### config.mk
export PLATFORM = sky130hd
export DESIGN_NAME = bpa_ctrl
export DESIGN_NICKNAME = d
export VERILOG_FILES = /design/src/hdl/bitmap_page_allocator_unit_defines.svh /design/src/hdl/bpa_pkg.sv /design/src/hdl/bpa_ctrl.sv
export SDC_FILE = /design/constraint.sdc
export NUM_CORES = 1
export LEC_CHECK = 0
export BUFFER_PORTS_ARGS = -buffer_cell sky130_fd_sc_hd__buf_2
export CORE_AREA = 2 2 39 41
export CTS_BUF_LIST = sky130_fd_sc_hd__clkbuf_16
export CTS_CLUSTER_DIAMETER = 60
export CTS_CLUSTER_SIZE = 8
export DETAILED_ROUTE_END_ITERATION = 16
export DIE_AREA = 0 0 41 43
export PLACE_DENSITY_LB_ADDON = 0.12
export SETUP_SLACK_MARGIN = 0.5
export SYNTH_ARGS = -nofsm -noshare
export SYNTH_HDL_FRONTEND = slang
export SYNTH_SLANG_ARGS = --single-unit
export TNS_END_PERCENT = 5
### constraint.sdc
create_clock -name clk -period 2.2 [get_ports clk]
set_input_delay 0.11 -clock clk [delete_from_list [all_inputs] [get_ports clk]]
set_output_delay 0.11 -clock clk [all_outputs]
set_load 0.05 [all_outputs]
### src/hdl/bitmap_page_allocator_unit_defines.svh
// ----------------------------------------------------------------------------
// bitmap page allocator assertion macros
// shared concurrent assertion forms for the allocator modules
// ----------------------------------------------------------------------------
`ifndef BITMAP_PAGE_ALLOCATOR_UNIT_DEFINES_SVH
`define BITMAP_PAGE_ALLOCATOR_UNIT_DEFINES_SVH

// consequence holds in the same cycle as the antecedent
`define BPA_ASSERT_SAME(lbl, clk, rst_n, ante, cons, msg) \
  lbl: assert property (@(posedge clk) disable iff (!rst_n) (ante) |-> (cons)) \
    else $error(msg);

// consequence holds in the cycle after the antecedent
`define BPA_ASSERT_NEXT(lbl, clk, rst_n, ante, cons, msg) \
  lbl: assert property (@(posedge clk) disable iff (!rst_n) (ante) |=> (cons)) \
    else $error(msg);

`endif

### src/hdl/bpa_pkg.sv
// ----------------------------------------------------------------------------
// bpa_pkg
// types, constants and helpers shared by the bitmap page allocator
// ----------------------------------------------------------------------------
package bpa_pkg;

  localparam int MAP_BLOCKS  = 32768;
  localparam int BLOCK_BYTES = 4096;

  localparam int CNT_W   = 16;
  localparam int ADDR_W  = 27;
  localparam int FREE_W  = 28;
  localparam int STAT_W  = 2;
  localparam int IDX_W   = 4;

  localparam int BLK_W   = $clog2(MAP_BLOCKS);
  localparam int OFF_W   = $clog2(BLOCK_BYTES);
  localparam int WORD_W  = 32;
  localparam int BIT_W   = $clog2(WORD_W);
  localparam int WORDS   = MAP_BLOCKS / WORD_W;
  localparam int WIDX_W  = $clog2(WORDS);
  localparam int GROUPS  = WORDS / WORD_W;
  localparam int GRP_W   = WIDX_W - BIT_W;

  localparam logic [CNT_W-1:0] MAP_BLOCKS_C       = CNT_W'(MAP_BLOCKS);
  localparam logic [CNT_W-1:0] BLOCK_COUNT_RST    = 16'd32768;
  localparam logic [CNT_W-1:0] RESERVED_COUNT_RST = 16'd1000;

  // register indexes
  localparam logic [IDX_W-1:0] REG_BLOCK_COUNT    = 4'd0;
  localparam logic [IDX_W-1:0] REG_RESERVED_COUNT = 4'd1;

  // operation codes
  localparam logic OP_ALLOC = 1'b0;
  localparam logic OP_FREE  = 1'b1;

  // result status codes
  localparam logic [STAT_W-1:0] STAT_OK      = 2'd0;
  localparam logic [STAT_W-1:0] STAT_OOM     = 2'd1;
  localparam logic [STAT_W-1:0] STAT_INVALID = 2'd2;

  typedef struct packed {
    logic              operation;
    logic [ADDR_W-1:0] address;
  } in_req_t;

  typedef struct packed {
    logic [STAT_W-1:0] status;
    logic [ADDR_W-1:0] block_address;
    logic [FREE_W-1:0] free_bytes;
  } out_rsp_t;

  typedef enum logic [2:0] {
    S_INIT,
    S_IDLE,
    S_CHECK,
    S_SUM,
    S_MODIFY,
    S_REPLY
  } state_t;

  typedef struct packed {
    logic              init_step;
    logic              capture;
    logic              pick_group;
    logic              rd_free;
    logic              rd_alloc;
    logic              commit_alloc;
    logic              commit_free;
    logic              set_status;
    logic [STAT_W-1:0] status;
    logic              load_out;
  } ctl_cmd_t;

  typedef struct packed {
    logic cfg_hit;
    logic sweep_last;
    logic is_alloc;
    logic pool_full;
    logic free_oob;
    logic alloc_ok;
    logic free_ok;
    logic out_free;
  } dp_stat_t;

  // index of the lowest clear bit, zero when none
  function automatic logic [BIT_W-1:0] first_zero(input logic [WORD_W-1:0] word);
    logic [BIT_W-1:0] idx;
    idx = '0;
    for (int i = WORD_W - 1; i >= 0; i--) begin
      if (!word[i]) idx = BIT_W'(i);
    end
    return idx;
  endfunction

endpackage

### src/hdl/bpa_ctrl.sv
// ----------------------------------------------------------------------------
// bpa_ctrl
// allocator sequencer: init sweep, bitmap search and update, result hand-off
// ----------------------------------------------------------------------------
module bpa_ctrl (
  input  logic              clk,
  input  logic              rst_n,
  input  logic              in_valid,
  output logic              in_ready,
  input  bpa_pkg::dp_stat_t stat,
  output bpa_pkg::ctl_cmd_t cmd
);

  bpa_pkg::state_t state_r;
  bpa_pkg::state_t state_nxt;

  always_ff @(posedge clk) begin
    if (!rst_n) begin
      state_r <= bpa_pkg::S_INIT;
    end else begin
      state_r <= state_nxt;
    end
  end

  always_comb begin
    state_nxt = state_r;
    cmd       = '0;
    in_ready  = 1'b0;
    unique case (state_r)
      bpa_pkg::S_INIT: begin
        cmd.init_step = 1'b1;
        if (stat.sweep_last) state_nxt = bpa_pkg::S_IDLE;
      end
      bpa_pkg::S_IDLE: begin
        in_ready    = 1'b1;
        cmd.capture = in_valid;
        if (in_valid) state_nxt = bpa_pkg::S_CHECK;
      end
      bpa_pkg::S_CHECK: begin
        if (stat.is_alloc) begin
          if (stat.pool_full) begin
            cmd.set_status = 1'b1;
            cmd.status     = bpa_pkg::STAT_OOM;
            state_nxt      = bpa_pkg::S_REPLY;
          end else begin
            cmd.pick_group = 1'b1;
            state_nxt      = bpa_pkg::S_SUM;
          end
        end else begin
          if (stat.free_oob) begin
            cmd.set_status = 1'b1;
            cmd.status     = bpa_pkg::STAT_INVALID;
            state_nxt      = bpa_pkg::S_REPLY;
          end else begin
            cmd.rd_free = 1'b1;
            state_nxt   = bpa_pkg::S_MODIFY;
          end
        end
      end
      bpa_pkg::S_SUM: begin
        cmd.rd_alloc = 1'b1;
        state_nxt    = bpa_pkg::S_MODIFY;
      end
      bpa_pkg::S_MODIFY: begin
        cmd.set_status = 1'b1;
        if (stat.is_alloc) begin
          cmd.commit_alloc = stat.alloc_ok;
          cmd.status       = stat.alloc_ok ? bpa_pkg::STAT_OK : bpa_pkg::STAT_OOM;
        end else begin
          cmd.commit_free = stat.free_ok;
          cmd.status      = stat.free_ok ? bpa_pkg::STAT_OK : bpa_pkg::STAT_INVALID;
        end
        state_nxt = bpa_pkg::S_REPLY;
      end
      bpa_pkg::S_REPLY: begin
        if (stat.out_free) begin
          cmd.load_out = 1'b1;
          state_nxt    = bpa_pkg::S_IDLE;
        end
      end
      default: state_nxt = bpa_pkg::S_INIT;
    endcase
    // a write to either config register restarts the init sweep
    if (stat.cfg_hit) state_nxt = bpa_pkg::S_INIT;
  end

endmodule

**After elaboration in Yosys (flattened, before gate mapping)**

Index checks and enable logic that the tools add are counted.

- Flip-flop bits (word level): 3
- Bits in latches: 0
- RAM bits: 0
- Bits in read-only memories: 0
- Input port bits: 11
- Output and inout bits: 12
- Memories kept: 0

- Add/sub/neg operators: 0
- $mul: 0
- Div/mod/pow operators: 0
- Order comparisons: 0
- Equal/unequal tests: 8
- Shifts and indexed selects: 0
- Muxes and demuxes: 28
- Bitwise logic cells: 1
- Reduce and logical (&&, ||, !) cells: 3

Operators with widths:

| cell | count |
|---|---|
| 3-bit 2-to-1 mux | 8 |
| 3-bit one-hot mux with 6 select lines | 1 |
| 1-bit 2-to-1 mux | 14 |
| 2-bit 2-to-1 mux | 4 |
| 3-bit by 2-bit equality test with 1-bit output, second input constant | 2 |
| 3-bit equality test, second input constant | 2 |
| 2-bit != test, second input constant | 3 |
| 3-bit one-hot mux with 2 select lines | 1 |
| 3-bit by 1-bit equality test with 1-bit output, second input constant | 1 |
| 3-bit logical NOT | 1 |
| 3-bit AND reduction | 1 |
| 2-bit OR reduction | 1 |
| 1-bit inverter | 1 |

**Longest topological paths before layout**

- Depth after elaboration: 3
- Gate-level depth with buffers: 4
- Mapped depth without buffers: 3

**Least setup slack after synthesis**

OpenSTA, ideal clock, no wires.

- Kind: reg-to-output
- Start: register state_r[1]
- End: output cmd[1] (netlist name)
- Arrival: 2.088 ns
- Path slack: 0.002 ns
- Cell stages (with the launch flop): 5
- Path buffers: 1
- Path through: dfxtp_1 > clkbuf_1 > nor2b_1 > a22oi_1 > nor3b_1

RTL lines:

| element | line | text |
|---|---|---|
| from (decl) | bpa_ctrl.sv:14 | `bpa_pkg::state_t state_r;` |
| from (signal assigned) | bpa_ctrl.sv:19 | `state_r <= bpa_pkg::S_INIT;` |
| from (signal assigned) | bpa_ctrl.sv:21 | `state_r <= state_nxt;` |
| to (decl) | bpa_ctrl.sv:11 | `output bpa_pkg::ctl_cmd_t cmd` |

==> flow_summary.toml <==
[clocking]
ctsHoldBuffers = 0
clockBufferDepth = 2
cts.sinks = 3
cts_buffers = 3
worst_skew_pair.late_latency_ns = 0.23
cts_tree = "done"
post_cts_buffers = 0
htree_levels = 1
cts-root-buf = "clkbuf_16"
clkTransAtPathRegs_ns = 0.03

[run]
drv_cap = 0

[detailed_routing]
drc = 0
via_per_inst = 4.83
ant_nets = 0
wl_per_cell_um = 11.0
routed_wl_um = 993
drt_iter0_markers = 10
drtPass1Iterations = 4
vias = 435

[worst_setup_path]
critPathKind = "flip-flop to output port"
rr_worst_depth = 3
cp_num_buf_inv = 1
reg2reg_to = "state_r[1]"
cp.required_ns = 2.09
start_kind = "flip-flop"
reg2reg_slack_ns = 0.73
end_kind = "output port"
crit_fanout = 10
critPathArrivalTime_ns = 1.52
max_stage_delay_ns = 0.50
rr_startpoint = "state_r[0]"
cp_slowest_cell = "dfxtp_1"
critical_path.top_delay_family = "flip-flops"
worstPathCellList = "nor2b_2 > a22oi_1 > nor3b_2 > buf_2"

[layout]
syn_to_final_growth_pct = 66.8
fill_cells = 154
reg_top3 = "state_r: 3 flops"
antennaDiodeCount = 0
fin_nets = 86
largest_reg_flops = 3
largest-register = "state_r"
drive_above_1_share_pct = 48.6

[power]
ir_worst_vdd_v = 0.000204
p_sw_share_pct = 23.2
clock_power_share_pct = 71.1
seq_power_share_pct = 15.4
switching_power_uw = 94.1
intPower_uw = 312
power.total_uw = 406
p_leak_nw = 0.260
p_per_area_nw_per_um2 = 726
p_comb_share_pct = 13.5

[placement]
dp_hpwl_um = 714
io_buffers = 22
place_congestion = 0.708
dp_slack_ns = 0.618

[synth]
async_flop_share_pct = 0
synth_area_leaders = "dfxtp_1, a22oi_1, nand2_1"
synth_area_leader_cell = "dfxtp_1"
synth_common_cells = "nand2_1, nor2_1, inv_1, nor3_1"
synth_area_per_cell_um2 = 6.71
netlist_area_um2 = 335
yosysSeqAreaShare_pct = 17.9
ys.flop_type = "dfxtp_1"
synth_edf_count = 0
synth-seq-cells = 3
syn_inst = 50
synth_cell_type_count = 26
yosysTopAreaCellShare_pct = 17.9
synth_nets = 61
synth_warnings = 0

[sta]
hold_viol = 0
period_share_pct = 74.3
worst_pin_slew_ns = 0.326
maxSlewViolCount = 0
final-setup-viol-count = 0
clock-skew-final_ns = 0.00295
rsz0062_at_grt = "yes"
tns_ns = 0
layout_min_cycle_time_ns = 1.63
max_clock_freq_ghz = 0.612
layout_setup_ws_ns = 0.565
slew_headroom_pct = 78.2

[global_route]
grt_overflow_total = 0
track_usage_pct = 13.6
grt_antenna_before_repair = 0
grt_pass1_vias = 371
grt_pass1_wl_um = 1600
grt_max_degree = 15

[hold_path]
min_from = "rst_n"
hold_class = "primary input to flip-flop"
holdPathEnd = "state_r[2]"
min_delay_path_depth = 3

[run_status]
status = "complete, no violations"

[floorplanning]
ios = 23
die_w_um = 41
start_util_pct = 24.2
core_um2 = 1380
die_h_um = 43
die-area_um2 = 1760
rows = 14
-- metal layers --
metal  vias to the layer above  GRT usage (%)  part of all wire [%]
met4                         0           10.0                   3.0
met3                         3           4.71                   9.0
li1                        229              -                     -
met1                       180           19.1                    46
met5                         -              0                     0
met2                        23           16.3                    42
-- worst min-delay path, stage by stage --
cell and delay, ns:
buf_2 0.07, nand2b_1 0.11, nor2_1 0.11
-- worst max path at each step --
stage | startpoint | to | cells past startpoint
3_5_place_dp | state_r[0] | state_r[0] | 3
6_report | state_r[2] | cmd[1] | 4
3_3_place_gp | state_r[0] | state_r[0] | 3
5_1_grt | state_r[2] | cmd[1] | 4
2_1_floorplan | state_r[1] | cmd[2] | 4
4_1_cts | state_r[2] | cmd[1] | 4
-- power groups by stage --
stage | Sequential (mW) | Combinational [mW] | Clock, mW
floorplan | 0.0583 | 0.0399 | 0
finish | 0.0626 | 0.0547 | 0.289
global placement | 0.0629 | 0.0552 | 0
global route | 0.0635 | 0.0596 | 0.299
detailed placement | 0.0630 | 0.0551 | 0
CTS | 0.0624 | 0.0553 | 0.294
-- placed cells by master, fill, tap and decap left out, types with 2 or more instances in the layout --
cell type / n
inv_1: 6
dfxtp_2: 2
nor2_1: 6
buf_2: 22
a22oi_1: 3
nor3_1: 4
nand2_1: 6
clkbuf_16: 3
nor2b_2: 2
-- cell type report --
type	instances	area, µm²	area share, %
clock buffers	3	75.1	13.4
clock inverters	1	3.75	0.671
inverters	5	18.8	3.36
multi-input cells	39	262	46.8
flip-flops and latches	3	62.6	11.2
well taps	16	20.0	3.58
repair buffers	23	118	21.0
-- through the flow --
stage | hold slack [ns] | instances | utilization [%] | cell area (µm²)
after CTS | 0.222 | 90 | 40.3 | 558
after global routing | 0.275 | 90 | 40.4 | 559
after global placement | 0.455 | 86 | 34.2 | 473
after detailed placement | 0.454 | 86 | 34.2 | 473
after floorplan | 0.312 | 50 | - | 347
final | 0.221 | 90 | 40.4 | 559
-- kinds of logic after synthesis --
group | after synthesis | share of synthesized area [%]
simple gates | 29 | 47.8
compound gates | 9 | 22.0
buf+inv | 8 | 8.96
flops | 3 | 17.9
mux | 1 | 3.36
-- repair_timing --
item | 4_1_cts | 5_1_grt
gates resized for setup | 3 | 1
endpoints found under the hold margin | 0 | 0
endpoints found under the setup margin | 2 | 4
pin swaps | 0 | 0
cloned | 0 | 0
Note: power is estimated with default switching activity, not from simulation.
